--- src/hw/rtl/tprt_pkg.sv ---
// ----------------------------------------------------------------------------
// tprt_pkg
// Shared widths, register indexes, phase codes and control types of the
// trapezoid profile unit.
// ----------------------------------------------------------------------------
package tprt_pkg;

    localparam int TIME_WIDTH_DEF = 32;

    localparam int SPEED_W   = 16;
    localparam int LEN_W     = 20;
    localparam int DIR_W     = 2;
    localparam int CFG_W     = 20;
    localparam int CFG_IDX_W = 3;
    localparam int TSTAMP_W  = 32;
    localparam int ANG_W     = 17;
    localparam int PHASE_W   = 3;

    localparam int MUL_A_W = 42;
    localparam int MUL_B_W = 20;
    localparam int PROD_W  = 62;
    localparam int DEN_W   = 42;

    localparam logic [MUL_B_W-1:0] US_PER_S = 20'd1000000;
    localparam logic [PROD_W-1:0]  ROUND_UP = 62'd999999;

    // divide by one million: drop six bits, then multiply by 2^45/15625 rounded up
    localparam int          RCP_PRE   = 6;
    localparam int          RCP_IN_W  = 31;
    localparam int          RCP_SHIFT = 45;
    localparam logic [31:0] RCP_MUL   = 32'd2251799814;

    localparam logic [CFG_IDX_W-1:0] REG_MAX_SPEED     = 3'd0;
    localparam logic [CFG_IDX_W-1:0] REG_ACCEL         = 3'd1;
    localparam logic [CFG_IDX_W-1:0] REG_MAX_TURN_RATE = 3'd2;
    localparam logic [CFG_IDX_W-1:0] REG_LEN_FIRST     = 3'd3;
    localparam logic [CFG_IDX_W-1:0] REG_LEN_CURVE     = 3'd4;
    localparam logic [CFG_IDX_W-1:0] REG_LEN_SECOND    = 3'd5;
    localparam logic [CFG_IDX_W-1:0] REG_TURN_DIR      = 3'd6;

    localparam logic [PHASE_W-1:0] PH_IDLE   = 3'd0;
    localparam logic [PHASE_W-1:0] PH_ACCEL  = 3'd1;
    localparam logic [PHASE_W-1:0] PH_CRUISE = 3'd2;
    localparam logic [PHASE_W-1:0] PH_DECEL  = 3'd3;
    localparam logic [PHASE_W-1:0] PH_DONE   = 3'd4;

    typedef enum logic [3:0] {
        STEP_VSQ,
        STEP_VMAC,
        STEP_TOTAL,
        STEP_FIRST,
        STEP_ATIME,
        STEP_CTIME,
        STEP_COFF,
        STEP_RTIME,
        STEP_ITEM
    } step_t;

    typedef struct packed {
        logic  load_in;
        logic  eval;
        logic  mul_en;
        logic  div_start;
        logic  rcp_load;
        logic  store;
        logic  out_load;
        step_t step;
    } dp_cmd_t;

    typedef struct packed {
        logic start;
        logic need_job;
        logic skip;
        logic const_div;
        logic div_done;
    } dp_stat_t;

endpackage

--- src/hw/rtl/tprt_ctrl.sv ---
// ----------------------------------------------------------------------------
// tprt_ctrl
// Sequencer: steps the datapath through move planning and per-beat
// evaluation, and owns both handshakes.
// ----------------------------------------------------------------------------
module tprt_ctrl
(
    input  logic               clk,
    input  logic               rst_n,
    input  logic               in_valid,
    output logic               in_stall,
    output logic               out_valid,
    input  logic               out_stall,
    output tprt_pkg::dp_cmd_t  cmd,
    input  tprt_pkg::dp_stat_t stat
);

    typedef enum logic [6:0] {
        S_IDLE = 7'b0000001,
        S_EVAL = 7'b0000010,
        S_MUL  = 7'b0000100,
        S_POST = 7'b0001000,
        S_DIV  = 7'b0010000,
        S_RCP  = 7'b0100000,
        S_FIN  = 7'b1000000
    } state_t;

    state_t          state_reg, state_next;
    tprt_pkg::step_t step_reg, step_next;
    logic            out_valid_reg, out_valid_next;
    logic            prod_only;

    function automatic tprt_pkg::step_t step_succ(input tprt_pkg::step_t s);
        tprt_pkg::step_t n;
        case (s)
            tprt_pkg::STEP_VSQ:   n = tprt_pkg::STEP_VMAC;
            tprt_pkg::STEP_VMAC:  n = tprt_pkg::STEP_TOTAL;
            tprt_pkg::STEP_TOTAL: n = tprt_pkg::STEP_FIRST;
            tprt_pkg::STEP_FIRST: n = tprt_pkg::STEP_ATIME;
            tprt_pkg::STEP_ATIME: n = tprt_pkg::STEP_CTIME;
            tprt_pkg::STEP_CTIME: n = tprt_pkg::STEP_COFF;
            tprt_pkg::STEP_COFF:  n = tprt_pkg::STEP_RTIME;
            default:              n = tprt_pkg::STEP_ITEM;
        endcase
        return n;
    endfunction

    assign prod_only = (step_reg == tprt_pkg::STEP_VSQ) || (step_reg == tprt_pkg::STEP_VMAC)
                    || (step_reg == tprt_pkg::STEP_TOTAL) || (step_reg == tprt_pkg::STEP_FIRST);

    always_comb
    begin
        state_next = state_reg;
        step_next  = step_reg;
        cmd        = '0;
        cmd.step   = step_reg;
        unique case (state_reg)
            S_IDLE:
            begin
                if (in_valid)
                begin
                    cmd.load_in = 1'b1;
                    if (stat.start)
                    begin
                        step_next  = tprt_pkg::STEP_VSQ;
                        state_next = S_MUL;
                    end
                    else
                    begin
                        state_next = S_EVAL;
                    end
                end
            end
            S_EVAL:
            begin
                cmd.eval = 1'b1;
                if (stat.need_job)
                begin
                    step_next  = tprt_pkg::STEP_ITEM;
                    state_next = S_MUL;
                end
                else
                begin
                    state_next = S_FIN;
                end
            end
            S_MUL:
            begin
                cmd.mul_en = 1'b1;
                state_next = S_POST;
            end
            S_POST:
            begin
                if (prod_only || stat.skip)
                begin
                    cmd.store  = 1'b1;
                    step_next  = step_succ(step_reg);
                    state_next = S_MUL;
                end
                else if (stat.const_div)
                begin
                    cmd.rcp_load = 1'b1;
                    state_next   = S_RCP;
                end
                else
                begin
                    cmd.div_start = 1'b1;
                    state_next    = S_DIV;
                end
            end
            S_RCP:
            begin
                cmd.store  = 1'b1;
                state_next = S_FIN;
            end
            S_DIV:
            begin
                if (stat.div_done)
                begin
                    cmd.store = 1'b1;
                    if (step_reg == tprt_pkg::STEP_RTIME || step_reg == tprt_pkg::STEP_ITEM)
                    begin
                        state_next = S_FIN;
                    end
                    else
                    begin
                        step_next  = step_succ(step_reg);
                        state_next = S_MUL;
                    end
                end
            end
            S_FIN:
            begin
                if (!out_valid_reg || !out_stall)
                begin
                    cmd.out_load = 1'b1;
                    state_next   = S_IDLE;
                end
            end
            default:
            begin
                state_next = S_IDLE;
            end
        endcase
    end

    always_comb
    begin
        if (cmd.out_load)
        begin
            out_valid_next = 1'b1;
        end
        else if (!out_stall)
        begin
            out_valid_next = 1'b0;
        end
        else
        begin
            out_valid_next = out_valid_reg;
        end
    end

    always_ff @(posedge clk or negedge rst_n)
    begin
        if (!rst_n)
        begin
            state_reg     <= S_IDLE;
            step_reg      <= tprt_pkg::STEP_VSQ;
            out_valid_reg <= 1'b0;
        end
        else
        begin
            state_reg     <= state_next;
            step_reg      <= step_next;
            out_valid_reg <= out_valid_next;
        end
    end

    assign in_stall  = (state_reg != S_IDLE);
    assign out_valid = out_valid_reg;

    a_div_restart: assert property (@(posedge clk) disable iff (!rst_n)
        cmd.div_start |=> !stat.div_done)
        else $error("divider reports done right after start");

    a_no_overwrite: assert property (@(posedge clk) disable iff (!rst_n)
        cmd.out_load |-> (!out_valid_reg || !out_stall))
        else $error("output register loaded while holding a stalled beat");

    a_accept_busy: assert property (@(posedge clk) disable iff (!rst_n)
        (in_valid && !in_stall) |=> (state_reg != S_IDLE))
        else $error("accepted beat did not start work");

endmodule

--- config.mk ---
export PLATFORM = sky130hd
export DESIGN_NAME = tprt_ctrl
export DESIGN_NICKNAME = d
export VERILOG_FILES = /design/src/hw/rtl/tprt_pkg.sv /design/src/hw/rtl/tprt_ctrl.sv
export SDC_FILE = /design/constraint.sdc
export NUM_CORES = 1
export LEC_CHECK = 0
export BUFFER_PORTS_ARGS = -buffer_cell sky130_fd_sc_hd__buf_2
export CORE_UTILIZATION = 40
export CTS_BUF_LIST = sky130_fd_sc_hd__clkbuf_8
export DETAILED_ROUTE_END_ITERATION = 10
export MAX_ROUTING_LAYER = met4
export PLACE_DENSITY_LB_ADDON = 0.12
export SYNTH_ARGS = -nofsm -noshare
export SYNTH_HDL_FRONTEND = slang
export SYNTH_SLANG_ARGS = --single-unit
export TNS_END_PERCENT = 30
--- constraint.sdc ---
create_clock -name clk -period 4.3 [get_ports clk]
set_input_delay 0.215 -clock clk [delete_from_list [all_inputs] [get_ports clk]]
set_output_delay 0.215 -clock clk [all_outputs]
set_load 0.1 [all_outputs]
==> results by group <==
Power and ir drop
  • Leak: 0.476 nW
  • Power Dens Cells: 725 mW/mm2
  • Worst VDD drop: 570 uV
  • Power, Total: around 0.00072 W

Cells and area
  • Final nets: 122
  • Share of layout cells above drive strength 1: 27.7%
  • Final Instance Area: around 990 um2
  • Max FFs per register: 7
  • Area growth syn-to-layout: 21.4%
  • N_diodes: 0
  • Fill count: 180

Timing
  • Fmax: approximately 440 MHz
  • # setup viols final: 0
  • Fin Setup TNS: 0 ns
  • Max transition margin: 64.8%
  • Worst Tran Pin Value: 0.521 ns
  • Final Cycle Share: around 53%
  • Unrepaired setup endpoints after global routing: false
  • Fin. Hold Viols: 0
  • Worst Slack Setup Final: 2.04 ns
  • Crit path time final: 2.26 ns
  • Slew Viols, Final: 0
  • Clock skew: between 0.003 and 0.004 ns
  • Hold WS: 0.139 ns

Critical path
  • Crit Reg-Reg Endpoint: step_reg[2]$_DFFE_PN0P_
  • Crit path DAT: 2.39 ns
  • CP max stage cell: or4b_4
  • Crit Path Class: reg2reg
  • Levels on crit path: 5
  • Worst-path fanout max: 11
  • Slowest stage delay, CP: 0.56 ns
  • CP cell instances: or4b_4 > or4_4 > o22a_4 > and3_4 > a32o_1
  • CP bufs+invs: 0
  • Required @ worst endpoint: 4.43 ns
  • Worst R2R Setup Slack: 2.04 ns
  • R2R cell count: 5
  • Crit path max-delay family: simple AND/OR/NAND/NOR gates
  • Worst flop-to-flop path startpoint: state_reg[3]$_DFFE_PN0P_
  • CP endpoint kind: flop
  • Worst setup SP type: flop

Placement
  • Routability Congestion: roughly 0.96
  • Dpl ws: 2.07 ns
  • Final HPWL DP: 1480 um
  • Placed cell area: 923 um2
  • Port bufs: 21

Floorplanning
  • Die area: roughly 0.0022 mm2
  • Core area: 0.00182 mm2
  • Row Count: 15
  • Die Ht: about 47 um
  • Die Width: between 40 and 50 um
  • Initial Util: 44.7%
  • Top-level I/O count: 22

Yosys
  • Primary FF master, synth: dfrtp_1
  • Distinct cells, synth: 40
  • Post-Syn Instances: 91
  • Yosys reg bits: 12
  • Sequential area share after synthesis: 37.0%
  • Area leader, netlist: dfrtp_1
  • Synthesized area: roughly 810 um2
  • Post-synth ARST share: 100%
  • Yosys warnings: 0
  • Number of synthesized flops with an enable pin: 0
  • Most common cell in the netlist: dfrtp_1
  • Average size of a mapped cell: slightly below 9 um2
  • Top cells by area, synth: dfrtp_1, nand2_1, nor2_1
  • Net count after synthesis: 100
  • Synth top area share: 33.8%
  • Commonest cells post-synth: dfrtp_1, nand2_1, nor2_1

Clocking
  • CTS sink cnt: 12
  • Clk Latency, worst-skew pair: about 0.24 ns
  • H-tree depth: 1
  • Clk slew on worst S/H paths: 0.06 ns
  • CTS Buf Count: 3
  • CTS tree: built
  • Root Driver: clkbuf_8
  • Clock Path Buffers: 2

Global routing
  • First-pass GRT wire length: 3170 um
  • Initial antenna violation count: 0
  • Largest net degree at the start of global routing: 13
  • GRT Overall Usage: 21.6%
  • Total global routing overflow: 0
  • Number of global-route vias before repair: 679

Hold path
  • Worst Hold End: state_reg[1]$_DFFE_PN0P_
  • Worst hold-check path type: in2reg
  • Worst Hold Launch: stat[4]
  • Worst hold path depth: 2

Job
  • Max_cap viols: 0

Routing
  • Wire per inst: about 14 um
  • DR vias/cell: 5.80
  • DRT Wirelength: approximately 1900 um
  • Post-route ant nets: 0
  • DRT Pass-1 Iters: 4
  • Number of DRC markers in iteration 0: 25
  • Via count: a little under 800
  • Residual DRC: 0

Outcome
  • Status: completed
## timing repair
item	in CTS	in global routing
endpoints found under the setup margin	0	0
hold buffers	1	0
endpoints found under the hold margin	11	0
gates resized for setup	0	0
buffers inserted	0	0
## layer usage
metal / share of wire [%] / wire (um) / track usage, % / vias up
met2: 44 / 860 / 29.7 / 18
met5: 0 / 0 / - / -
met1: 52 / 1010 / 32.1 / 381
met4: 0.62 / 12 / 6.86 / 0
met3: 3.5 / 69 / 3.46 / 2
li1: - / - / - / 393
## cell usage in the layout (no fill, tap or decap), types with 3 or more instances in the layout
master	synthesis	final
nand3_1	5	5
a32o_1	3	3
nand2_1	10	10
inv_1	4	4
mux2i_1	3	3
clkbuf_8	0	4
nor3_1	5	5
dfrtp_1	11	11
nor2_1	10	10
buf_2	0	21
## metrics by stage
| step | cells | utilization, % |
|---|---|---|
| 6_report | 137 | 54.3 |
| 5_1_grt | 137 | 54.3 |
| 4_1_cts | 137 | 54.3 |
| 3_5_place_dp | 132 | 50.7 |
| 3_3_place_gp | 132 | 50.7 |
| 2_1_floorplan | 91 | - |
## layout make-up
type | instances | area [um2] | area share (%)
Timing Repair Buffer | 22 | 115 | 11.6
Tap cell | 25 | 31.3 | 3.16
Sequential cell | 12 | 302 | 30.5
Clock buffer | 4 | 55.1 | 5.57
Inverter | 4 | 15.0 | 1.52
Multi-Input combinational cell | 70 | 470 | 47.6
## cell families after synthesis
group                     count (synthesis)  share of synthesized area (%)
DFF                                      12                           37.0
buffers and inverters                     9                           5.99
muxes                                     3                           3.69
AOI/OAI and AO/OA                        16                           17.1
xor gates and xnor gates                  1                           1.08
and+or+nand+nor                          50                           35.2
## how the worst max path moves through the flow
stage	from	end	slack, ns
2_1_floorplan	state_reg[5]$_DFFE_PN0P_	state_reg[0]$_DFFE_PN1P_	1.23
3_3_place_gp	state_reg[3]$_DFFE_PN0P_	step_reg[1]$_DFFE_PN0P_	2.09
3_5_place_dp	state_reg[3]$_DFFE_PN0P_	step_reg[1]$_DFFE_PN0P_	2.07
4_1_cts	state_reg[3]$_DFFE_PN0P_	step_reg[2]$_DFFE_PN0P_	2.05
5_1_grt	state_reg[3]$_DFFE_PN0P_	step_reg[2]$_DFFE_PN0P_	1.97
6_report	state_reg[3]$_DFFE_PN0P_	step_reg[2]$_DFFE_PN0P_	2.04
## power by group
group	switching [W]	internal [W]	total (W)
clock network	0.0000457	0.0000810	0.000127
registers	0.0000408	0.000139	0.000179
logic	0.000304	0.000107	0.000411
total	0.000390	0.000327	0.000717
(Power assumes the default switching activity.)
